### config.mk
export PLATFORM = sky130hd
export DESIGN_NAME = sdfc_div
export DESIGN_NICKNAME = d
export VERILOG_FILES = /design/src/hdl/sdfc_pkg.sv /design/src/hdl/sdfc_div.sv
export VERILOG_INCLUDE_DIRS = /design/src /design/src/hdl
export SDC_FILE = /design/constraint.sdc
export NUM_CORES = 2
export LEC_CHECK = 0
export BUFFER_PORTS_ARGS = -buffer_cell sky130_fd_sc_hd__buf_2
export CAP_MARGIN = 5
export CORE_UTILIZATION = 35
export DETAILED_ROUTE_END_ITERATION = 10
export PLACE_DENSITY_LB_ADDON = 0.2
export SKIP_LAST_GASP = 1
export SYNTH_ARGS = -nofsm -noshare
export SYNTH_HDL_FRONTEND = slang
export SYNTH_SLANG_ARGS = --single-unit
### constraint.sdc
create_clock -name i_clk -period 5.2 [get_ports i_clk]
set_input_delay 0.26 -clock i_clk [delete_from_list [all_inputs] [get_ports i_clk]]
set_output_delay 0.26 -clock i_clk [all_outputs]
set_load 0.05 [all_outputs]
### src/hdl/assert_macros.svh
// assertion helpers shared by the sdf csg combine rtl
// no dependencies; included by modules that check their own logic
`ifndef ASSERT_MACROS_SVH
`define ASSERT_MACROS_SVH

// condition must hold at every edge out of reset
`define CHECK_HOLDS(name, clk, rst_n, cond) \
    name: assert property (@(posedge clk) disable iff (!rst_n) (cond)) \
        else $error("invariant check failed");

// consequent must hold whenever the antecedent does
`define CHECK_IMPLIES(name, clk, rst_n, ante, cons) \
    name: assert property (@(posedge clk) disable iff (!rst_n) (ante) |-> (cons)) \
        else $error("implication check failed");

`endif

### src/hdl/sdfc_pkg.sv
// shared types and constants for the sdf csg combine block
// no dependencies; imported by the interfaces and every module
`default_nettype none

package sdfc_pkg;

    localparam int KIND_W   = 3;
    localparam int DIST_W   = 32;
    localparam int RADIUS_W = 31;
    // b - a, b + a and their negations need 34 bits
    localparam int NUM_W    = 34;
    // hard result can be minus the most negative distance
    localparam int HARD_W   = 33;

    localparam logic [RADIUS_W-1:0] RADIUS_RESET = 31'd65536;

    localparam logic signed [DIST_W-1:0] DIST_MAX = 32'sh7FFF_FFFF;
    localparam logic signed [DIST_W-1:0] DIST_MIN = 32'sh8000_0000;

    typedef enum logic [KIND_W-1:0] {
        KIND_UNION            = 3'd0,
        KIND_INTERSECT        = 3'd1,
        KIND_SUBTRACT         = 3'd2,
        KIND_SMOOTH_UNION     = 3'd3,
        KIND_SMOOTH_SUBTRACT  = 3'd4,
        KIND_SMOOTH_INTERSECT = 3'd5
    } t_kind;

    // one item as it moves down the pipeline
    typedef struct packed {
        logic                     smooth;   // take the blended result
        logic                     mirror;   // h = half - q and bump is added
        logic signed [NUM_W-1:0]  num;      // numerator of the blend quotient
        logic signed [NUM_W-1:0]  d;        // factor scaled by h
        logic signed [DIST_W-1:0] b;
        logic signed [HARD_W-1:0] hard;     // min or max result, unsaturated
    } t_item;

    typedef struct packed {
        logic signed [DIST_W-1:0] distance;
        logic                     saturated;
    } t_result;

endpackage

`default_nettype wire

### src/hdl/sdfc_div.sv
// blend weight h: pipelined restoring divider, one quotient bit per stage
// depends on sdfc_pkg and assert_macros.svh
`default_nettype none
`include "assert_macros.svh"

module sdfc_div #(
    parameter int FRAC_BITS = 16
) (
    input  wire logic                              i_clk,
    input  wire logic                              i_rst_n,
    input  wire logic                              i_en,
    input  wire logic                              i_valid,
    input  wire sdfc_pkg::t_item                   i_item,
    input  wire logic [sdfc_pkg::RADIUS_W-1:0]     i_radius,
    output logic                                   o_valid,
    output sdfc_pkg::t_item                        o_item,
    output logic [FRAC_BITS:0]                     o_h
);
    import sdfc_pkg::*;

    localparam int STEPS = FRAC_BITS - 1;
    localparam int Q_W   = FRAC_BITS - 1;
    localparam int H_W   = FRAC_BITS + 1;
    localparam int ABS_W = NUM_W - 1;
    localparam int REM_W = RADIUS_W;
    localparam logic [H_W-1:0] HALF = {1'b0, 1'b1, {(FRAC_BITS-1){1'b0}}};
    localparam logic [H_W-1:0] ONE  = {1'b1, {FRAC_BITS{1'b0}}};

    // magnitude stage
    logic             r_a_v;
    t_item            r_a_item;
    logic [ABS_W-1:0] r_a_abs;
    logic             r_a_sgn;
    logic [ABS_W-1:0] n_a_abs;
    logic             n_a_sgn;

    // quotient stages; entry 0 holds the range check
    logic [STEPS:0]   r_v;
    logic [REM_W-1:0] r_rem [0:STEPS];
    logic [Q_W-1:0]   r_quo [0:STEPS];
    logic             r_ovf [0:STEPS];
    logic             r_sgn [0:STEPS];
    t_item            r_item [0:STEPS];
    logic [REM_W-1:0] n_rem [0:STEPS];
    logic [Q_W-1:0]   n_quo [0:STEPS];
    logic             n_ovf;

    // weight stage
    logic             r_h_v;
    t_item            r_h_item;
    logic [H_W-1:0]   r_h;
    logic [H_W-1:0]   n_h;
    logic [H_W-1:0]   q_sat;

    // magnitude of the numerator and the direction of q around half
    always_comb begin
        n_a_abs = i_item.num[NUM_W-1] ? ABS_W'(-i_item.num) : ABS_W'(i_item.num);
        n_a_sgn = i_item.num[NUM_W-1] ^ i_item.mirror;
    end

    // range check, then one restoring step per stage
    always_comb begin
        logic [REM_W:0] rem2;
        logic           ge;
        rem2     = '0;
        ge       = 1'b0;
        // |num| >= k means |q| >= half, so h lands on 0 or one
        n_ovf    = r_a_abs >= ABS_W'(i_radius);
        n_rem[0] = n_ovf ? '0 : r_a_abs[REM_W-1:0];
        n_quo[0] = '0;
        for (int j = 1; j <= STEPS; j++) begin
            rem2     = {r_rem[j-1], 1'b0};
            ge       = rem2 >= {1'b0, i_radius};
            n_rem[j] = ge ? REM_W'(rem2 - {1'b0, i_radius}) : REM_W'(rem2);
            n_quo[j] = {r_quo[j-1][Q_W-2:0], ge};
        end
    end

    // h = half +/- min(|q|, half), already inside 0..one
    always_comb begin
        q_sat = r_ovf[STEPS] ? HALF : H_W'(r_quo[STEPS]);
        n_h   = r_sgn[STEPS] ? (HALF - q_sat) : (HALF + q_sat);
    end

    // valid bits
    always_ff @(posedge i_clk) begin
        if (!i_rst_n) begin
            r_a_v <= 1'b0;
            r_v   <= '0;
            r_h_v <= 1'b0;
        end else if (i_en) begin
            r_a_v <= i_valid;
            r_v   <= {r_v[STEPS-1:0], r_a_v};
            r_h_v <= r_v[STEPS];
        end
    end

    // payload
    always_ff @(posedge i_clk) begin
        if (i_en) begin
            r_a_item  <= i_item;
            r_a_abs   <= n_a_abs;
            r_a_sgn   <= n_a_sgn;
            r_item[0] <= r_a_item;
            r_ovf[0]  <= n_ovf;
            r_sgn[0]  <= r_a_sgn;
            r_rem[0]  <= n_rem[0];
            r_quo[0]  <= n_quo[0];
            for (int j = 1; j <= STEPS; j++) begin
                r_item[j] <= r_item[j-1];
                r_ovf[j]  <= r_ovf[j-1];
                r_sgn[j]  <= r_sgn[j-1];
                r_rem[j]  <= n_rem[j];
                r_quo[j]  <= n_quo[j];
            end
            r_h_item  <= r_item[STEPS];
            r_h       <= n_h;
        end
    end

    assign o_valid = r_h_v;
    assign o_item  = r_h_item;
    assign o_h     = r_h;

    `CHECK_IMPLIES(a_h_in_range, i_clk, i_rst_n, r_h_v, r_h <= ONE)
    `CHECK_IMPLIES(a_rem_below_radius, i_clk, i_rst_n, r_v[STEPS], r_rem[STEPS] < i_radius)

endmodule

`default_nettype wire

==> results_dict.tcl <==
set metrics [dict create \
    drtIter0Drc 5318 \
    antenna_left 0 \
    gr-total-overflow 0 \
    cp_top_family "compound AO/OA/AOI/OAI gates" \
    drc 0 \
    antenna_found_initial 49 \
    intPower_w 0.05327 \
    period_minus_slack_ps 4069 \
    cts.clk_slew.worst_paths_ps 60 \
    synth_edf_count 3097 \
    drive_gt1_frac 0.1376 \
    hold_ws_ps 83.20 \
    synth_cell_types 82 \
    row_count 216 \
    hold_class "in2reg" \
    ys_warn_count 0 \
    mappedNetlistNets 8007 \
    dp_cells 12220 \
    crit_path_max_fanout 42 \
    cts_tree "done" \
    place_congestion 0.8694 \
    routed_wl_um 247800 \
    drv_slew 0 \
    die_h_um 593.8 \
    die_x_um 593.8 \
    relSlewSlack 0.1641 \
    fin_nets 8849 \
    p_clk_frac 0.304 \
    crit_type "reg2reg" \
    p_leak_nw 52.10 \
    first_pass_iters 6 \
    clkLatencyLatePin_ps 930 \
    synth.area.top_cells "edfxtp_1, ha_1, xnor2_1, a21o_1, a21oi_1" \
    layout_commonest_cell "edfxtp_1" \
    start_kind "flip-flop" \
    switching_share 0.2940 \
    num_io_pins 323 \
    finalPower_w 0.07546 \
    syn_inst 7326 \
    crit_chain "fa_1 -> a21o_1 -> a221oi_2 -> a21oi_2 -> a311o_1 -> a31o_1 -> nor2_1 -> o211ai_1 -> a311o_2 -> buf_12 -> mux2_4" \
    cp-end-kind "flip-flop" \
    viasPerCell 4.885 \
    avgSynthCellArea_um2 16.73 \
    avgRoutedWirePerCell_um 19.04 \
    crit_arrival_ps 4690 \
    seq_area_frac_synth 0.7617 \
    vias 63590 \
    post-route-period-util 0.7826 \
    worst_ep_required_time_ps 5820 \
    clock_path_buffers 4 \
    worst_path_largest_cell_delay_ps 510 \
    worst_pin_slew_ps 1254 \
    dieArea_mm2 0.3526 \
    rsz0062_at_grt "false" \
    crit_buf_inv 1 \
    cts_resized 0 \
    grt_pass1_wl_um 374200 \
    core_area_mm2 0.3473 \
    finalClockSkew_ps 78.22 \
    hold_viol_final 0 \
    synth_flop_cell "edfxtp_1" \
    cts_sinks 3115 \
    fin_cells 13020 \
    finalSetupViolCount 0 \
    numCtsBuffers 339 \
    grt_max_degree 207 \
    powerDensity_mw_per_mm2 526.2 \
    postCtsSetupRepairBufs 0 \
    rr_worst_depth 11 \
    ys_ff_latch 3115 \
    outcome "finished, final reports clean" \
    synthArstFlopShare 0 \
    grt_pass1_vias 62940 \
    fmax_mhz 245.7 \
    floorplan.initialDensity 0.3529 \
    layout_common_cells "edfxtp_1, ha_1, a21oi_1" \
    cts.htree.levels 5 \
    io_buffers 322 \
    fin_setup_tns_ps 0 \
    seqPwrFrac 0.445 \
    drv_cap 0 \
    cp_slowest_cell "a311o_2" \
    p_switching_w 0.02218 \
    pwr-share-comb 0.251 \
    synthToLayoutAreaGrowth_pct 16.99 \
    min_delay_path_depth 2 \
    synth_top_area_cell "edfxtp_1" \
    synth_area_mm2 0.1226 \
    ir_worst_vdd_mv 0.2737 \
    grt.total_usage 0.1362 \
    path_depth 11 \
    synth_top_area_share 0.7588 \
    dp_hpwl_um 160400 \
    cts_root_buffer "clkbuf_16" \
]
[path summary, 6_finish.rpt]
check	slack [ps]	end	start
setup / recovery	1130	r_rem[0][71]$_DFFE_PP_	r_rem[0][31]$_SDFFCE_PN0P_
hold / removal	80	r_a_item[60]$_DFFE_PP_	i_item[60]
setup reg to reg	1130	r_rem[0][71]$_DFFE_PP_	r_rem[0][31]$_SDFFCE_PN0P_
hold reg to reg	350	r_item[0][123]$_DFFE_PP_	r_a_item[123]$_DFFE_PP_
[flip-flops by register name, indices dropped and copies added (netlist names)]
signal / cells
o_h: 17
r_quo: 120
r_a_item: 135
r_item: 2160
o_item: 135
r_v: 16
r_ovf: 16
r_sgn: 16
r_a_sgn: 1
r_a_v: 1
r_rem: 465
r_a_abs: 32
o_valid: 1
[stage by stage]
stage	setup WS [ps]	util	cell area, um^2
floorplan	428.4	-	122600
global placement	767.8	0.3771	130900
detailed placement	701.5	0.3771	130900
CTS	1168	0.4128	143400
global route	1025	0.4129	143400
finish	1131	0.4129	143400
[power groups by stage]
stage | Clock, W | Sequential, W | Combinational [W]
after floorplan | 0 | 0.0333 | 0.0136
after global placement | 0 | 0.0341 | 0.0183
after detailed placement | 0 | 0.0341 | 0.0186
after CTS | 0.0239 | 0.0336 | 0.0189
after global routing | 0.0248 | 0.0338 | 0.0210
final | 0.0229 | 0.0336 | 0.0190
[cell usage after synthesis, types with 18 or more instances]
cell         n
nor2_1     280
clkbuf_1   121
xnor2_1    251
and3_1      46
inv_1      142
ha_1       497
mux2_2     172
nor2b_1     75
buf_2       25
o21a_1      48
nand4_1     69
and2_1      53
mux2i_1     25
o21bai_1    65
xor2_1     149
nor3_1      49
a31oi_1     35
o211ai_1    19
a21oi_1    431
a21o_1     292
o31ai_1     45
nand2_1    414
nand3_1     90
a211oi_1    42
nand2b_1    68
o21ai_0    417
dfxtp_1     18
edfxtp_1  3097
or3_1       18
[layer usage]
layer	global-route usage	wire (um)
met1	0.1911	114900
met2	0.2124	110600
met3	0.02528	14360
met4	0.04624	8032
met5	0	11
[kinds of logic (layout without fill, tap and decap cells)]
group / count (synthesis) / after routing / synth area share
flip-flops: 3115 / 3115 / 0.7617
AO/OA/AOI/OAI: 1578 / 1578 / 0.08105
AND/OR/NAND/NOR: 1227 / 1227 / 0.04773
adder cells (fa/ha/maj): 511 / 511 / 0.05302
XOR/XNOR: 400 / 400 / 0.02858
buffers and inverters: 292 / 1394 / 0.009320
multiplexers: 203 / 203 / 0.01858
other: 0 / 12 / 0
[repair_timing]
item | 4_1_cts | 5_1_grt
hold buffers | 183 | 0
endpoints found under the hold margin | 200 | 0
endpoints found under the setup margin | 0 | 0
[cell type report]
cell class / count / area [um^2]
Antenna cell: 12 / 30.03
Fill cell: 31090 / 203900
Tap cell: 4578 / 5728
Timing Repair Buffer: 651 / 5005
Multi-Input combinational cell: 3919 / 28160
Clock buffer: 421 / 8897
Clock inverter: 180 / 1683
Sequential cell: 3115 / 93360
Inverter: 142 / 533.0
No activity file was read; power rests on OpenSTA's default activity.
