--- src/hdl/assert_macros.svh ---
// assertion helpers shared by the sdf csg combine rtl
// no dependencies; included by modules that check their own logic
`ifndef ASSERT_MACROS_SVH
`define ASSERT_MACROS_SVH

// condition must hold at every edge out of reset
`define CHECK_HOLDS(name, clk, rst_n, cond) \
    name: assert property (@(posedge clk) disable iff (!rst_n) (cond)) \
        else $error("invariant check failed");

// consequent must hold whenever the antecedent does
`define CHECK_IMPLIES(name, clk, rst_n, ante, cons) \
    name: assert property (@(posedge clk) disable iff (!rst_n) (ante) |-> (cons)) \
        else $error("implication check failed");

`endif

--- src/hdl/sdfc_pkg.sv ---
// shared types and constants for the sdf csg combine block
// no dependencies; imported by the interfaces and every module
`default_nettype none

package sdfc_pkg;

    localparam int KIND_W   = 3;
    localparam int DIST_W   = 32;
    localparam int RADIUS_W = 31;
    // b - a, b + a and their negations need 34 bits
    localparam int NUM_W    = 34;
    // hard result can be minus the most negative distance
    localparam int HARD_W   = 33;

    localparam logic [RADIUS_W-1:0] RADIUS_RESET = 31'd65536;

    localparam logic signed [DIST_W-1:0] DIST_MAX = 32'sh7FFF_FFFF;
    localparam logic signed [DIST_W-1:0] DIST_MIN = 32'sh8000_0000;

    typedef enum logic [KIND_W-1:0] {
        KIND_UNION            = 3'd0,
        KIND_INTERSECT        = 3'd1,
        KIND_SUBTRACT         = 3'd2,
        KIND_SMOOTH_UNION     = 3'd3,
        KIND_SMOOTH_SUBTRACT  = 3'd4,
        KIND_SMOOTH_INTERSECT = 3'd5
    } t_kind;

    // one item as it moves down the pipeline
    typedef struct packed {
        logic                     smooth;   // take the blended result
        logic                     mirror;   // h = half - q and bump is added
        logic signed [NUM_W-1:0]  num;      // numerator of the blend quotient
        logic signed [NUM_W-1:0]  d;        // factor scaled by h
        logic signed [DIST_W-1:0] b;
        logic signed [HARD_W-1:0] hard;     // min or max result, unsaturated
    } t_item;

    typedef struct packed {
        logic signed [DIST_W-1:0] distance;
        logic                     saturated;
    } t_result;

endpackage

`default_nettype wire

--- src/hdl/sdfc_blend.sv ---
// polynomial blend: scaled difference, bump term, final sum and saturation
// depends on sdfc_pkg and assert_macros.svh
`default_nettype none
`include "assert_macros.svh"

module sdfc_blend #(
    parameter int FRAC_BITS = 16
) (
    input  wire logic                          i_clk,
    input  wire logic                          i_rst_n,
    input  wire logic                          i_en,
    input  wire logic                          i_valid,
    input  wire sdfc_pkg::t_item               i_item,
    input  wire logic [FRAC_BITS:0]            i_h,
    input  wire logic [sdfc_pkg::RADIUS_W-1:0] i_radius,
    output logic                               o_valid,
    output sdfc_pkg::t_result                  o_result
);
    import sdfc_pkg::*;

    localparam int H_W   = FRAC_BITS + 1;
    localparam int P1_W  = NUM_W + H_W + 1;
    localparam int P1R_W = P1_W - FRAC_BITS;
    localparam int KH_W  = RADIUS_W + H_W;
    localparam int SUM_W = NUM_W + 3;
    localparam int STAGES = 6;
    localparam logic [H_W-1:0] ONE = {1'b1, {FRAC_BITS{1'b0}}};
    localparam logic signed [P1_W-1:0] P1_HALF =
        {{(P1_W-FRAC_BITS){1'b0}}, 1'b1, {(FRAC_BITS-1){1'b0}}};
    localparam logic [KH_W-1:0] KH_HALF =
        {{(KH_W-FRAC_BITS){1'b0}}, 1'b1, {(FRAC_BITS-1){1'b0}}};

    logic [STAGES-1:0] r_v;

    // stage 1: products with h, and one minus h
    t_item                    r1_item;
    logic signed [P1_W-1:0]   r1_p1;
    logic [KH_W-1:0]          r1_kh;
    logic [H_W-1:0]           r1_omh;
    logic signed [P1_W-1:0]   n1_p1;
    logic [KH_W-1:0]          n1_kh;
    logic [H_W-1:0]           n1_omh;

    // stage 2: rounding
    t_item                    r2_item;
    logic signed [P1R_W-1:0]  r2_p1r;
    logic [RADIUS_W-1:0]      r2_kh;
    logic [H_W-1:0]           r2_omh;
    logic signed [P1R_W-1:0]  n2_p1r;
    logic [RADIUS_W-1:0]      n2_kh;

    // stage 3: bump product
    t_item                    r3_item;
    logic signed [P1R_W-1:0]  r3_p1r;
    logic [KH_W-1:0]          r3_bump_raw;
    logic [KH_W-1:0]          n3_bump_raw;

    // stage 4: bump rounding and base sum
    t_item                    r4_item;
    logic [RADIUS_W-1:0]      r4_bump;
    logic signed [SUM_W-1:0]  r4_base;
    logic [RADIUS_W-1:0]      n4_bump;
    logic signed [SUM_W-1:0]  n4_base;

    // stage 5: bump applied, smooth or hard selected
    logic signed [SUM_W-1:0]  r5_res;
    logic signed [SUM_W-1:0]  n5_res;
    logic signed [SUM_W-1:0]  bump_s;
    logic signed [SUM_W-1:0]  sum;

    // stage 6: saturation
    t_result                  r6_result;
    t_result                  n6_result;

    always_comb begin
        n1_p1  = i_item.d * $signed({1'b0, i_h});
        n1_kh  = KH_W'(i_radius) * KH_W'(i_h);
        n1_omh = ONE - i_h;
    end

    // round to nearest, ties up, via floor of value plus half
    always_comb begin
        n2_p1r = P1R_W'((r1_p1 + P1_HALF) >>> FRAC_BITS);
        n2_kh  = RADIUS_W'((r1_kh + KH_HALF) >> FRAC_BITS);
    end

    always_comb begin
        n3_bump_raw = KH_W'(r2_kh) * KH_W'(r2_omh);
    end

    always_comb begin
        n4_bump = RADIUS_W'((r3_bump_raw + KH_HALF) >> FRAC_BITS);
        n4_base = SUM_W'(r3_item.b) + SUM_W'(r3_p1r);
    end

    // union subtracts the bump, subtract and intersect add it
    always_comb begin
        bump_s = $signed({{(SUM_W-RADIUS_W){1'b0}}, r4_bump});
        sum    = r4_item.mirror ? (r4_base + bump_s) : (r4_base - bump_s);
        n5_res = r4_item.smooth ? sum : SUM_W'(r4_item.hard);
    end

    // clamp to 32 bits and flag it
    always_comb begin
        if (r5_res > SUM_W'(DIST_MAX)) begin
            n6_result.distance  = DIST_MAX;
            n6_result.saturated = 1'b1;
        end else if (r5_res < SUM_W'(DIST_MIN)) begin
            n6_result.distance  = DIST_MIN;
            n6_result.saturated = 1'b1;
        end else begin
            n6_result.distance  = DIST_W'(r5_res);
            n6_result.saturated = 1'b0;
        end
    end

    // valid bits
    always_ff @(posedge i_clk) begin
        if (!i_rst_n) begin
            r_v <= '0;
        end else if (i_en) begin
            r_v <= {r_v[STAGES-2:0], i_valid};
        end
    end

    // payload
    always_ff @(posedge i_clk) begin
        if (i_en) begin
            r1_item     <= i_item;
            r1_p1       <= n1_p1;
            r1_kh       <= n1_kh;
            r1_omh      <= n1_omh;
            r2_item     <= r1_item;
            r2_p1r      <= n2_p1r;
            r2_kh       <= n2_kh;
            r2_omh      <= r1_omh;
            r3_item     <= r2_item;
            r3_p1r      <= r2_p1r;
            r3_bump_raw <= n3_bump_raw;
            r4_item     <= r3_item;
            r4_bump     <= n4_bump;
            r4_base     <= n4_base;
            r5_res      <= n5_res;
            r6_result   <= n6_result;
        end
    end

    assign o_valid  = r_v[STAGES-1];
    assign o_result = r6_result;

    `CHECK_IMPLIES(a_sat_at_limit, i_clk, i_rst_n, r_v[STAGES-1] && r6_result.saturated, r6_result.distance == DIST_MAX || r6_result.distance == DIST_MIN)
    `CHECK_IMPLIES(a_bump_bounded, i_clk, i_rst_n, r_v[3], r4_bump <= i_radius)

endmodule

`default_nettype wire

--- config.mk ---
export PLATFORM = sky130hd
export DESIGN_NAME = sdfc_blend
export DESIGN_NICKNAME = d
export VERILOG_FILES = /design/src/hdl/sdfc_pkg.sv /design/src/hdl/sdfc_blend.sv
export VERILOG_INCLUDE_DIRS = /design/src /design/src/hdl
export SDC_FILE = /design/constraint.sdc
export NUM_CORES = 2
export LEC_CHECK = 0
export ABC_AREA = 0
export BUFFER_PORTS_ARGS = -buffer_cell sky130_fd_sc_hd__buf_2
export CORE_MARGIN = 2
export CORE_UTILIZATION = 55
export DETAILED_ROUTE_END_ITERATION = 10
export MAX_ROUTING_LAYER = met4
export PLACE_DENSITY = 0.72
export SYNTH_ARGS = -nofsm -noshare
export SYNTH_HDL_FRONTEND = slang
export SYNTH_SLANG_ARGS = --single-unit
--- constraint.sdc ---
create_clock -name i_clk -period 15.9 [get_ports i_clk]
set_input_delay 1.59 -clock i_clk [delete_from_list [all_inputs] [get_ports i_clk]]
set_output_delay 1.59 -clock i_clk [all_outputs]
set_load 0.02 [all_outputs]
==> key figures <==
Logic synthesis
  – Ys async rst share: 0%
  – Area leader, netlist: fa_1
  – Mapped Nets: 9506
  – Seq/Total Area, Yosys: 24.25%
  – Gate Count Post-Synth: between 7000 and 8000
  – Mapped cell area: 76290 um2
  – Top FF cell, synth: edfxtp_1
  – Syn avg cell area: 10.20 um2
  – Dominant cells by area after synthesis: fa_1, edfxtp_1, inv_1
  – Most instantiated library cell after synthesis: inv_1
  – Synth Register Bits: 618
  – Post-synth top area share: a little under two fifths
  – Most frequent cells after synthesis: inv_1, fa_1, nand2_1
  – Post-synth EDFFs: 612
  – Synthesis Warnings: 0
  – Netlist cell types: 74

Finish
  – Syn-to-layout area delta: 6.348%
  – Final Cell Area: about 80000 um2
  – Layout net count: between 9000 and 10000
  – Layout cells sized above 1: under 10%

Critical path
  – Reg-to-Reg End: r3_bump_raw[37]
  – CP endpoint kind: flop
  – Worst EP arrival: 9170 ps
  – Worst setup SP type: input port
  – Worst reg2reg setup slack: 7850 ps
  – WS Path Type: in2reg
  – Critical path peak fanout: 38
  – FF-to-FF path depth: 22
  – R2R Path Start: r2_omh[14]
  – Crit path required time: 16280 ps

Floorplanning
  – Core area: 137700 um2
  – Overall die height: 376.4 um
  – Row count: about 140
  – Die area: 141700 um2
  – Initial core utilization: around 55%
  – Horiz. Die Dim: approximately 380 um
  – Io pins: about 220

Place
  – Post-DP HPWL: around 130 mm
  – Cell Area, Placed: between 70000 and 80000 um2
  – Port buffer count: 186
  – Place WS: 6517 ps
  – Gp weighted congestion: 0.9148

CTS
  – CTS Hold Bufs: 0
  – CTS tree: done
  – CTS-repair resized insts: 0
  – Clk buf depth: 3
  – Clock Sinks: between 600 and 700
  – CTS Buf Count: 66
  – CTS clk-pin slew, worst paths: 60 ps
  – Root Buffer: clkbuf_16
  – Postcts setup bufs: 0
  – Later-pin clock latency in the skew report: approximately 640 ps
  – H-Tree Depth: 3

Global routing
  – Grt ovf: 0
  – Grt peak-use layer: met2
  – GR Util met3: 4.107%
  – Antenna violations before repair: 6
  – Met2 Use GR: between 40% and 50%
  – Pin count of the biggest net entering global routing: 168
  – GR Util All Layers: 26.80%
  – Via count of the first global-routing pass: 55175
  – M1 GR Usage: between 30% and 40%
  – First-pass GRT wire length: 290.3 mm

Drt
  – Detail Route Antenna Nets: 0
  – Drt initial violations: 3715
  – Via density: 5.450
  – Post-route DRC: 0
  – Via count: slightly above 50000
  – Total Wirelength: about 180 mm
  – Pre-antenna DRT Iters: 6
  – Wire per inst: 18.93 um

STA
  – Final period util: 55.31%
  – Slew headroom: 25.50%
  – RSZ-0062 raised after global routing: false
  – Setup TNS: 0 ps
  – Final hold vios: 0
  – Slew Viols, Final: 0
  – Setup violators final: 0
  – Worst Clk Skew: 43.31 ps
  – Worst-Margin Slew: 1118 ps
  – Min Tclk post-route: 8794 ps
  – Highest Clock Rate: 113.7 MHz
  – Final worst slack: 7106 ps

Worst hold path
  – Hold path start: r1_omh[13]
  – Worst hold path depth: 0
  – Worst Hold Class: reg2reg
  – WHS Endpoint: r2_omh[13]

Status
  – Status: complete, no violations

Job
  – Number of max-cap violations: 0
-- cells by family after synthesis --
family	count (synthesis)	synth area share, %
AOI/OAI and AO/OA	501	4.333
xor gates and xnor gates	306	3.513
adders and majority gates	1841	44.10
buffers and inverters	2006	9.879
DFF	618	24.25
muxes	39	0.5592
and+or+nand+nor	2167	13.38
-- per-layer routing --
layer  wire length [um]  share of wire [%]
met5                  0                  0
met2              85010                 48
met4               5433                3.1
met1              72350                 41
met3              13970                7.9
-- flip-flops by register name, summed over array words and instances, names as in the netlist --
register and count:
r3_bump_raw 32, r2_kh 31, r4_item 35, r2_item 67, r5_res 37, r4_bump 31
o_result 33, r3_item 67, r1_p1 37, r2_omh 17, r1_omh 17, r3_p1r 36
r1_kh 32, r4_base 37, r2_p1r 36, r_v 6, r1_item 67
-- critical path: stages --
cell	delay, ps
buf_2	640
buf_4	620
nand2_1	160
fa_1	560
inv_1	60
fa_1	510
inv_1	60
fa_1	540
inv_1	50
fa_1	480
fa_1	510
inv_1	50
fa_1	470
inv_1	40
ha_1	310
o21a_1	120
o21ai_0	120
or2b_2	360
a31o_2	290
a32oi_4	330
o31ai_4	130
o41a_4	440
a2111o_1	410
a31oi_2	180
xnor2_1	80
-- per-stage QoR --
step	util [%]	instances	hold WS [ps]
final	58.94	9340	393.1
after global routing	58.94	9339	403.2
after CTS	58.93	9334	390.4
after detailed placement	57.27	9217	404.5
after global placement	57.27	9217	400.8
after floorplan	-	7478	400.3
-- worst max-delay path by stage --
stage / start / cells past startpoint / slack, ps / to
6_report: i_h[10] / 25 / 7110 / r1_p1[51]
5_1_grt: i_h[5] / 23 / 6730 / r1_kh[46]
4_1_cts: i_h[5] / 23 / 7150 / r1_kh[46]
3_5_place_dp: i_h[5] / 23 / 6520 / r1_kh[46]
3_3_place_gp: i_h[10] / 25 / 6600 / r1_p1[51]
2_1_floorplan: i_h[11] / 26 / 7620 / r1_p1[51]
-- area by class of cell --
class / count / area, um2
tap: 1794 / 2245
fill: 11343 / 56520
multi-input combinational: 4854 / 50270
clock buffer: 83 / 1715
antenna: 6 / 15.01
timing repair buffer: 253 / 1459
clock inverter: 34 / 565.5
sequential: 618 / 18500
inverter: 1698 / 6374
-- layout by cell type, fill, tap and decap left out, types with 66 or more instances in the layout --
cell type / count
a21o_1: 113
a21oi_1: 164
and2_1: 589
buf_2: 184
buf_4: 67
clkbuf_16: 66
edfxtp_1: 612
fa_1: 1413
ha_1: 428
inv_1: 1698
nand2_1: 1155
nand3_1: 82
nor2_1: 147
o21ai_0: 68
xnor2_1: 208
xor2_1: 98
Power is left out: the tool's default activity adds up to more than one toggle a clock period on the data nets, which glitch-free logic cannot reach.
