$ cat src/hdl/assert_macros.svh
// assertion helpers shared by the sdf csg combine rtl
// no dependencies; included by modules that check their own logic
`ifndef ASSERT_MACROS_SVH
`define ASSERT_MACROS_SVH

// condition must hold at every edge out of reset
`define CHECK_HOLDS(name, clk, rst_n, cond) \
    name: assert property (@(posedge clk) disable iff (!rst_n) (cond)) \
        else $error("invariant check failed");

// consequent must hold whenever the antecedent does
`define CHECK_IMPLIES(name, clk, rst_n, ante, cons) \
    name: assert property (@(posedge clk) disable iff (!rst_n) (ante) |-> (cons)) \
        else $error("implication check failed");

`endif

$ cat src/hdl/sdfc_pkg.sv
// shared types and constants for the sdf csg combine block
// no dependencies; imported by the interfaces and every module
`default_nettype none

package sdfc_pkg;

    localparam int KIND_W   = 3;
    localparam int DIST_W   = 32;
    localparam int RADIUS_W = 31;
    // b - a, b + a and their negations need 34 bits
    localparam int NUM_W    = 34;
    // hard result can be minus the most negative distance
    localparam int HARD_W   = 33;

    localparam logic [RADIUS_W-1:0] RADIUS_RESET = 31'd65536;

    localparam logic signed [DIST_W-1:0] DIST_MAX = 32'sh7FFF_FFFF;
    localparam logic signed [DIST_W-1:0] DIST_MIN = 32'sh8000_0000;

    typedef enum logic [KIND_W-1:0] {
        KIND_UNION            = 3'd0,
        KIND_INTERSECT        = 3'd1,
        KIND_SUBTRACT         = 3'd2,
        KIND_SMOOTH_UNION     = 3'd3,
        KIND_SMOOTH_SUBTRACT  = 3'd4,
        KIND_SMOOTH_INTERSECT = 3'd5
    } t_kind;

    // one item as it moves down the pipeline
    typedef struct packed {
        logic                     smooth;   // take the blended result
        logic                     mirror;   // h = half - q and bump is added
        logic signed [NUM_W-1:0]  num;      // numerator of the blend quotient
        logic signed [NUM_W-1:0]  d;        // factor scaled by h
        logic signed [DIST_W-1:0] b;
        logic signed [HARD_W-1:0] hard;     // min or max result, unsaturated
    } t_item;

    typedef struct packed {
        logic signed [DIST_W-1:0] distance;
        logic                     saturated;
    } t_result;

endpackage

`default_nettype wire

$ cat src/hdl/sdfc_front.sv
// first pipeline stage: kind decode, hard min/max and blend operands
// depends on sdfc_pkg
`default_nettype none

module sdfc_front (
    input  wire logic                             i_clk,
    input  wire logic                             i_rst_n,
    input  wire logic                             i_en,
    input  wire logic                             i_valid,
    input  wire logic [sdfc_pkg::KIND_W-1:0]      i_kind,
    input  wire logic signed [sdfc_pkg::DIST_W-1:0] i_distance_a,
    input  wire logic signed [sdfc_pkg::DIST_W-1:0] i_distance_b,
    output logic                                  o_valid,
    output sdfc_pkg::t_item                       o_item
);
    import sdfc_pkg::*;

    logic                     r_valid;
    t_item                    r_item;
    t_item                    n_item;
    logic signed [NUM_W-1:0]  a_x;
    logic signed [NUM_W-1:0]  b_x;
    logic signed [HARD_W-1:0] a_h;
    logic signed [HARD_W-1:0] b_h;
    logic signed [HARD_W-1:0] nb_h;
    logic signed [HARD_W-1:0] min_ab;
    logic signed [HARD_W-1:0] max_ab;
    logic signed [HARD_W-1:0] max_anb;

    // operand widening and the candidate hard results
    always_comb begin
        a_x     = NUM_W'(i_distance_a);
        b_x     = NUM_W'(i_distance_b);
        a_h     = HARD_W'(i_distance_a);
        b_h     = HARD_W'(i_distance_b);
        nb_h    = -b_h;
        min_ab  = (a_h < b_h) ? a_h : b_h;
        max_ab  = (a_h > b_h) ? a_h : b_h;
        max_anb = (a_h > nb_h) ? a_h : nb_h;
    end

    // kind decode; unused codes act as union
    always_comb begin
        n_item.smooth = 1'b0;
        n_item.mirror = 1'b0;
        n_item.num    = b_x - a_x;
        n_item.d      = a_x - b_x;
        n_item.b      = i_distance_b;
        n_item.hard   = min_ab;
        unique case (t_kind'(i_kind))
            KIND_INTERSECT: begin
                n_item.hard = max_ab;
            end
            KIND_SUBTRACT: begin
                n_item.hard = max_anb;
            end
            KIND_SMOOTH_UNION: begin
                n_item.smooth = 1'b1;
            end
            KIND_SMOOTH_SUBTRACT: begin
                n_item.smooth = 1'b1;
                n_item.mirror = 1'b1;
                n_item.num    = b_x + a_x;
                n_item.d      = -a_x - b_x;
            end
            KIND_SMOOTH_INTERSECT: begin
                n_item.smooth = 1'b1;
                n_item.mirror = 1'b1;
            end
            default: begin
                n_item.hard = min_ab;
            end
        endcase
    end

    // stage valid
    always_ff @(posedge i_clk) begin
        if (!i_rst_n) begin
            r_valid <= 1'b0;
        end else if (i_en) begin
            r_valid <= i_valid;
        end
    end

    // stage payload
    always_ff @(posedge i_clk) begin
        if (i_en) begin
            r_item <= n_item;
        end
    end

    assign o_valid = r_valid;
    assign o_item  = r_item;

endmodule

`default_nettype wire

$ cat config.mk
export PLATFORM = sky130hd
export DESIGN_NAME = sdfc_front
export DESIGN_NICKNAME = d
export VERILOG_FILES = /design/src/hdl/assert_macros.svh /design/src/hdl/sdfc_pkg.sv /design/src/hdl/sdfc_front.sv
export SDC_FILE = /design/constraint.sdc
export NUM_CORES = 1
export LEC_CHECK = 0
export BUFFER_PORTS_ARGS = -buffer_cell sky130_fd_sc_hd__buf_4
export CAP_MARGIN = 20
export CORE_MARGIN = 2
export CORE_UTILIZATION = 50
export CTS_CLUSTER_SIZE = 24
export DETAILED_ROUTE_END_ITERATION = 16
export GPL_TIMING_DRIVEN = 0
export PLACE_DENSITY = 0.75
export SYNTH_ARGS = -nofsm -noshare
export SYNTH_HDL_FRONTEND = slang
export SYNTH_SLANG_ARGS = --single-unit
$ cat constraint.sdc
create_clock -name i_clk -period 14.9 [get_ports i_clk]
set_input_delay 1.49 -clock i_clk [delete_from_list [all_inputs] [get_ports i_clk]]
set_output_delay 1.49 -clock i_clk [all_outputs]
set_load 0.05 [all_outputs]
==> results of run 1 <==
## final timing paths
check | start | endpoint
hold reg to reg | o_valid$_SDFFE_PN0P_ | o_valid$_SDFFE_PN0P_
setup reg to reg | o_valid$_SDFFE_PN0P_ | o_valid$_SDFFE_PN0P_
setup / recovery | i_distance_b[15] | o_item[14]$_DFFE_PP_
hold / removal | o_valid$_SDFFE_PN0P_ | o_valid$_SDFFE_PN0P_
## where the power goes
part,switching [mW],internal [mW]
clock network,0.193,0.235
logic,0.467,0.241
registers,0.0155,0.487
total,0.675,0.964
## placed cells by master, fill, tap and decap left out, drive strengths merged, types with 42 or more instances in the layout
cell type and instances:
nand2 96, buf 210, a21o 53, clkbuf 42, inv 115, a21oi 116
edfxtp 133, o21ai 75, nor2 111, xnor2 114, ha 162
## stage by stage
step / area [sq um] / power [mW] / hold WS (ns)
floorplan: 12340 / 1.004 / 0.7429
global placement: 14290 / 1.202 / 0.4984
detailed placement: 14320 / 1.209 / 0.5171
CTS: 14900 / 1.635 / 0.5341
global route: 14900 / 1.711 / 0.5622
finish: 14900 / 1.638 / 0.5239
## sequential cells by signal (all words and copies together), names as in the netlist
name / count
o_item: 133
o_valid: 1
## final cells by class
class / instances / area [sq um] / area share
diodes: 1 / 2.502 / 0.0001680
plain buffers: 27 / 112.6 / 0.007559
clock buffers: 18 / 429.2 / 0.02881
clock inverters: 14 / 142.6 / 0.009574
inverters: 109 / 409.1 / 0.02746
multi-input cells: 1091 / 7805 / 0.5239
flip-flops and latches: 134 / 4014 / 0.2694
well taps: 324 / 405.4 / 0.02721
repair buffers: 207 / 1578 / 0.1059
## per-layer routing
metal	GRT usage	vias to the layer above	share of wire
met1	0.4326	5218	0.47
met4	0.08807	0	0.026
met2	0.4382	497	0.43
met3	0.03416	59	0.077
li1	-	5475	-
met5	0	-	0
## critical path, cell delays in order
cell      delay [ns]
buf_4           0.14
or3_1           0.40
or3_1           0.35
or4_1           0.46
nor4_1          0.67
nand2_1         0.24
nor4_2          0.32
nand3_1         0.14
xnor2_1         0.18
ha_1            0.38
nor4b_1         0.49
a21oi_1         0.14
a21oi_1         0.21
nor2_1          0.13
nand2_1         0.11
and3_1          0.23
clkbuf_1        0.48
o221ai_1        0.24
## cells by family (layout without fill, tap and decap cells)
group	Yosys count	after routing	synth area share
buffers and inverters	136	375	0.04228
adder cells (fa/ha/maj)	165	165	0.1691
multiplexers	4	4	0.003346
XOR/XNOR	135	135	0.09581
AO/OA/AOI/OAI	393	393	0.2073
AND/OR/NAND/NOR	394	394	0.1568
flip-flops	134	134	0.3253
other	0	1	0
==> flow_summary.json, run 1 <==
{
  "r2r_slack_ns": 14.31,
  "postCtsSetupRepairBufs": 0,
  "synth_nets": 1597,
  "fmax_ghz": 0.1495,
  "netlist_area_sq_um": 12340,
  "via_count": 11249,
  "ys.flop_type": "edfxtp_1",
  "critPathKind": "in2reg",
  "finalCritPeriodShare": 0.4489,
  "dieWidth_um": 161.1,
  "clock_sinks": 134,
  "grt.overflow.total": 0,
  "cts_root_buffer": "clkbuf_16",
  "synth_top_area_cell": "edfxtp_1",
  "hold_viol": 0,
  "setup_tns_ns": 0,
  "track_usage": 0.2890,
  "crit_path_end_kind": "flop",
  "synth-edff-count": 133,
  "core-area_sq_um": 24250,
  "avgViaCountPerCell": 5.844,
  "cts_buffer_depth": 2,
  "insertion_delay_ns": 0.43,
  "setup_viol": 0,
  "status": "finished, final reports clean",
  "worstMarginPinSlew_ns": 0.8965,
  "pin_count": 207,
  "async_flop_share": 0,
  "wire_per_inst_um": 19.46,
  "hold_class": "reg2reg",
  "numPortBuffers": 206,
  "min_period_ns": 6.689,
  "cts_buffers": 17,
  "synth_most_common_cell": "ha_1",
  "whs_path_depth": 2,
  "cts_htree_levels": 4,
  "start_util": 0.5089,
  "cts_tree": "yes",
  "seq_area_frac_synth": 0.3253,
  "grt_pass1_wl_um": 58570,
  "power.density_nw_per_um2": 110.0,
  "cts_hold_buf": 0,
  "drtAntennaViolNets": 0,
  "ys_ff_latch": 134,
  "crit_path_start_kind": "primary input",
  "wl_um": 37470,
  "path_max_fanout": 10,
  "antenna_found_initial": 1,
  "syn_avg_cell_area_sq_um": 9.067,
  "grt_max_degree": 88,
  "nNetsFinal": 1823,
  "grt_setup_unrepaired": "false",
  "post_cts_resized": 0,
  "die_area_sq_um": 25950,
  "arrival_ns": 6.80,
  "firstDrtPassIters": 8,
  "worstPathRequired_ns": 15.01,
  "synthCells": 1361,
  "maxCapViolations": 0,
  "setup_slack_ns": 8.211,
  "drc": 0,
  "layout-drive-gt1-share": 0.1656,
  "rr_worst_depth": 2,
  "fillers": 2141,
  "synth.area.top_cells": "edfxtp_1 (32%), ha_1 (16%), xnor2_1 (8.1%)",
  "drtIter0Drc": 1059,
  "placedCellCount": 1892,
  "rows": 57,
  "fp.dieH_um": 161.1,
  "synth_common_cells": "ha_1 (162), edfxtp_1 (133), a21oi_1 (115), xnor2_1 (114), nor2_1 (111)",
  "gp_congestion": 0.9517,
  "yosysWarnings": 0,
  "grt_pass1_vias": 10644,
  "dp_slack_ns": 7.795,
  "p_leak_nw": 6.558,
  "synth_top_cell_area_share": 0.3236,
  "hpwl_um": 29760,
  "drv_slew": 0,
  "finalNonFillerCells": 1925,
  "path_clk_slew_ns": 0.07,
  "ir_drop_mv": 0.07080,
  "clock_skew_ns": 0,
  "final_util": 0.6144,
  "area_delta_synth_final_pct": 20.72,
  "synth_cell_types": 68,
  "relSlewSlack": 0.4023
}
Note: power is estimated with default switching activity, not from simulation.
==> run 2: changes to the inputs <==
Settings changed: ABC_AREA set to 1, PLACE_DENSITY 0.75 to 0.74.
Clock period 14.9 ns to 6.25 ns, I/O delays scaled along.
==> run 2 against run 1 <==
- area after synthesis grew 21%
- critical endpoint is now o_item[131]$_DFFE_PP_
- die area grew 21%
- sequential share of layout area is 4.2 points lower
- critical path depth grew 2
==> flow_summary.json, run 2 <==
{
  "wl_um": 58710,
  "relSlewSlack": 0.3265,
  "slowest_delay_ns": 0.82,
  "netlist_area_sq_um": 14990,
  "synthCells": 2171,
  "dieWidth_um": 177.1,
  "final_common_cell": "nand2_1",
  "hpwl_um": 48180,
  "n_antenna_cell": 0,
  "setup_viol": 0,
  "via_count": 16250,
  "cp_common_cell": "nand2_1",
  "synth_cell_types": 50,
  "total_power_mw": 4.267,
  "grt.overflow.total": 0,
  "grt_max_degree": 81,
  "rr_endpoint": "o_valid$_SDFFE_PN0P_",
  "largest_reg_flops": 133,
  "synth.area.top_cells": "edfxtp_1 (27%), ha_1 (14%), nand2_1 (13%)",
  "async_flop_share": 0,
  "clock_skew_ns": 0,
  "rr_worst_depth": 2,
  "crit_path_start_kind": "primary input",
  "min_period_ns": 4.733,
  "hold_slack_ns": 0.4184,
  "drtAntennaViolNets": 0,
  "postCtsSetupRepairBufs": 0,
  "holdPathEnd": "o_item[50]$_DFFE_PP_",
  "grt_pass1_wl_um": 87890,
  "firstDrtPassIters": 6,
  "area_delta_synth_final_pct": 17.68,
  "wire_per_inst_um": 20.96,
  "pin_count": 207,
  "antenna_found_initial": 1,
  "start_util": 0.5070,
  "cts_htree_levels": 4,
  "fillers": 2845,
  "cts_buffer_depth": 2,
  "multi_input_area_sq_um": 9638,
  "insertion_delay_ns": 0.44,
  "cts_root_buffer": "clkbuf_16",
  "cts_hold_buf": 0,
  "layout-drive-gt1-share": 0.1269,
  "path_clk_slew_ns": 0.07,
  "grt_pass1_vias": 15523,
  "final_util": 0.5967,
  "synth-edff-count": 133,
  "final_cell_mix": "nand2_1 (510), inv_1 (259), nand3_1 (248), nor2_1 (225), buf_4 (209)",
  "synth_top_cell_area_share": 0.2665,
  "worstMarginPinSlew_ns": 1.010,
  "gp_congestion": 0.9603,
  "arrival_ns": 4.93,
  "grt_setup_unrepaired": "false",
  "placedCellCount": 2769,
  "fp.dieH_um": 177.1,
  "synth_top_area_cell": "edfxtp_1",
  "timing.rr.start": "o_valid$_SDFFE_PN0P_",
  "status": "finished, final reports clean",
  "finalCritPeriodShare": 0.7573,
  "finalNonFillerCells": 2801,
  "numPortBuffers": 206,
  "power.density_nw_per_um2": 241.9,
  "clock_sinks": 134,
  "yosysWarnings": 0,
  "critPathTopFamily": "buffers and inverters",
  "setup_slack_ns": 1.517,
  "drc": 0,
  "post_cts_resized": 0,
  "fmax_ghz": 0.2113,
  "avgViaCountPerCell": 5.801,
  "p_leak_nw": 8.667,
  "rows": 63,
  "place_area_sq_um": 17060,
  "cts_buffers": 17,
  "worst-path-buf-inv": 4,
  "hold_start": "i_distance_b[17]",
  "hold_viol": 0,
  "critPathKind": "in2reg",
  "synth_nets": 2407,
  "maxCapViolations": 0,
  "seq_area_frac_synth": 0.2678,
  "path_max_fanout": 10,
  "crit_slowest_cell": "buf_1",
  "crit_path_end_kind": "flop",
  "cts_tree": "yes",
  "ir_drop_mv": 0.1675,
  "setup_tns_ns": 0,
  "register_area_sq_um": 4014,
  "crit_chain": "buf_4 > inv_1 > nor2_1 > nand2_1 > clkbuf_1 > buf_1 > o21ai_0 > fa_1 > nand2_1 > nand2_1 > o21ai_0 > o21ai_0 > nand3_1 > nand3_1 > nand2_1 > nand2_1 > nand2_1 > nand2_1 > nand2_1 > nand2_1",
  "dp_slack_ns": 1.186,
  "nNetsFinal": 2634,
  "drv_slew": 0,
  "synth_common_cells": "nand2_1 (510), inv_1 (259), nand3_1 (248), nor2_1 (225), ha_1 (162)",
  "core-area_sq_um": 29560,
  "whs_path_depth": 1,
  "drtIter0Drc": 1736,
  "synth_most_common_cell": "nand2_1",
  "ys_ff_latch": 134,
  "track_usage": 0.3726,
  "final_cell_area_sq_um": 17640,
  "r2r_slack_ns": 5.51,
  "worstPathRequired_ns": 6.45,
  "die_area_sq_um": 31380,
  "syn_avg_cell_area_sq_um": 6.903,
  "hold_class": "in2reg",
  "ys.flop_type": "edfxtp_1"
}
-- run 2: layer usage --
| layer | GRT usage | vias to the layer above | routed length, um |
|---|---|---|---|
| li1 | - | 7780 | - |
| met1 | 0.4859 | 7513 | 24420 |
| met2 | 0.6195 | 839 | 27190 |
| met3 | 0.04639 | 118 | 4537 |
| met4 | 0.1612 | 0 | 2563 |
| met5 | 0 | - | 0 |
-- run 2: cells by family (layout without fill, tap and decap cells) --
logic type	count (synthesis)	after routing	synth area share
AOI/OAI and AO/OA	335	335	0.1251
xor gates and xnor gates	92	92	0.05377
adders and majority gates	165	165	0.1393
buffers and inverters	328	568	0.08908
DFF	134	134	0.2678
muxes	1	1	0.0006679
and+or+nand+nor	1116	1116	0.3243
-- run 2: layout make-up --
cell class,count,area share
multi-input combinational,1709,0.5465
sequential,134,0.2276
timing repair buffer,208,0.08974
inverter,275,0.05853
tap,390,0.02767
clock buffer,18,0.02433
buffer,53,0.01717
clock inverter,14,0.008513
-- run 2: how the worst max path moves through the flow --
stage,start,endpoint,slack (ns),cells past startpoint
global route,i_kind[2],o_item[131]$_DFFE_PP_,1.27,22
CTS,i_kind[2],o_item[119]$_DFFE_PP_,1.63,16
global placement,i_kind[2],o_item[119]$_DFFE_PP_,1.25,16
finish,i_kind[2],o_item[131]$_DFFE_PP_,1.52,20
detailed placement,i_kind[2],o_item[119]$_DFFE_PP_,1.19,16
floorplan,i_distance_b[0],o_item[20]$_DFFE_PP_,2.74,23
-- run 2: where the power goes --
part           total, mW  internal [mW]  leakage [nW]  switching, mW
combinational       2.01          0.590          7.08           1.42
clock               1.05          0.591         0.279          0.462
sequential          1.21           1.16          1.31         0.0407
==> run 3: changes to the inputs <==
Settings changed: PLACE_DENSITY 0.74 to 0.77.
Clock period 6.25 ns to 4.2 ns, I/O delays scaled along.
==> run 3 against run 2 <==
- count of clock-buffer cells in the layout shrank 1
- wire length down 0.71%
- via count grew 0.19%
- setup slack got worse by 1.3 ns
- critical endpoint is now o_item[0]$_DFFE_PP_
- largest cell class unchanged
- largest power group unchanged
==> flow_summary.json, run 3 (synthesized netlist as in run 2, its figures left out) <==
{
  "status": "finished, final reports clean",
  "wire_per_inst_um": 20.80,
  "via_count": 16281,
  "drc": 0,
  "p_leak_nw": 8.677,
  "numPortBuffers": 206,
  "grt_pass1_wl_um": 87160,
  "cts_root_buffer": "clkbuf_16",
  "grt_use_met2": 0.6088,
  "gp_congestion": 0.9835,
  "clock_skew_ns": 0,
  "cts_buffers": 17,
  "area_delta_synth_final_pct": 17.90,
  "power.density_nw_per_um2": 355.5,
  "final_cell_area_sq_um": 17670,
  "insertion_delay_ns": 0.44,
  "worstMarginPinSlew_ns": 0.9633,
  "hold_slack_ns": 0.2120,
  "drtIter0Drc": 1715,
  "critPathKind": "in2reg",
  "drtAntennaViolNets": 0,
  "maxCapViolations": 0,
  "antenna_found_initial": 0,
  "die_area_sq_um": 31380,
  "cts_htree_levels": 4,
  "total_power_mw": 6.281,
  "grt.overflow.total": 0,
  "path_clk_slew_ns": 0.07,
  "place_area_sq_um": 17060,
  "crit_path_start_kind": "primary input",
  "start_util": 0.5070,
  "crit_path_end_kind": "flop",
  "min_period_ns": 4.014,
  "final_cell_mix": "nand2_1 (509), inv_1 (259), nand3_1 (248), nor2_1 (224), buf_4 (212)",
  "wl_um": 58300,
  "fmax_ghz": 0.2491,
  "cts_tree": "yes",
  "cts_buffer_depth": 2,
  "nNetsFinal": 2636,
  "setup_viol": 0,
  "core-area_sq_um": 29560,
  "clock_sinks": 134,
  "fp.dieH_um": 177.1,
  "hpwl_um": 47450,
  "track_usage": 0.3703,
  "grt_use_met1": 0.4810,
  "layout-drive-gt1-share": 0.1314,
  "finalCritPeriodShare": 0.9558,
  "grt_use_met3": 0.06035,
  "avgViaCountPerCell": 5.808,
  "ir_drop_mv": 0.2866,
  "relSlewSlack": 0.3578,
  "n_antenna_cell": 0,
  "busiest_layer": "met2",
  "largest_reg_flops": 133,
  "grt_max_degree": 85,
  "path_max_fanout": 10,
  "dieWidth_um": 177.1,
  "drv_slew": 0,
  "hold_viol": 0,
  "pin_count": 207,
  "final_common_cell": "nand2_1",
  "worstPathRequired_ns": 4.37,
  "hold_class": "in2reg",
  "arrival_ns": 4.18,
  "rows": 63,
  "grt_pass1_vias": 15605,
  "firstDrtPassIters": 8
}
-- run 3: layout make-up --
| type | count | area [sq um] |
|---|---|---|
| timing repair buffer | 210 | 1600 |
| buffer | 53 | 311.5 |
| multi-input combinational | 1709 | 9667 |
| clock buffer | 17 | 425.4 |
| tap | 390 | 488.0 |
| fill | 2862 | 11890 |
| clock inverter | 15 | 131.4 |
| sequential | 134 | 4014 |
| inverter | 275 | 1032 |
-- run 3: worst max-delay path, stage by stage --
cell and delay [ns]:
buf_4 0.16, inv_1 0.15, ha_2 0.28, nand3_2 0.20, nor3_4 0.34, nand2_2 0.15
nor2_1 0.14, nor2_1 0.05, nor2_1 0.17, inv_1 0.07, ha_1 0.29, a21oi_1 0.16
o21ai_0 0.09, a21oi_1 0.13, nand2_1 0.10, nor2_1 0.17, nand2_1 0.09, nand2_2 0.21
nand2_1 0.16, buf_2 0.24, nand2_1 0.08, nand2_1 0.13, nand2_1 0.09, nand3_1 0.11
-- run 3: per-stage QoR --
stage	setup TNS, ns	utilization	std cells	setup WS (ns)
after floorplan	0	-	2171	0.8982
after global placement	-17.63	0.5758	2767	-0.5106
after detailed placement	-19.63	0.5771	2768	-0.6111
after CTS	0	0.5963	2800	0.08920
after global routing	-0.002772	0.5978	2803	-0.002772
final	0	0.5978	2803	0.1856
-- run 3: report_power, final --
part	internal, mW	switching, mW
clock	0.780	0.711
sequential	1.73	0.0563
combinational	0.879	2.12
-- run 3: worst paths after layout --
| kind | end | from | cells after the start | slack [ns] |
|---|---|---|---|---|
| max | o_item[0]$_DFFE_PP_ | i_distance_b[1] | 24 | 0.19 |
| max reg2reg | o_valid$_SDFFE_PN0P_ | o_valid$_SDFFE_PN0P_ | 2 | 3.54 |
| min | o_item[50]$_DFFE_PP_ | i_distance_b[17] | 1 | 0.21 |
| min reg2reg | o_valid$_SDFFE_PN0P_ | o_valid$_SDFFE_PN0P_ | 2 | 0.56 |
-- run 3: per-layer routing --
layer  share of wire  vias to the layer above
li1                -                     7785
met1            0.41                     7507
met2            0.47                      855
met3           0.084                      134
met4           0.037                        0
met5               0                        -
-- run 3: timing repair --
action / CTS / global route
setup buffers: 0 / 3
hold buffers: 0 / 0
endpoints found under the setup margin: 9 / 37
pin swaps: 0 / 2
resized for setup: 3 / 8
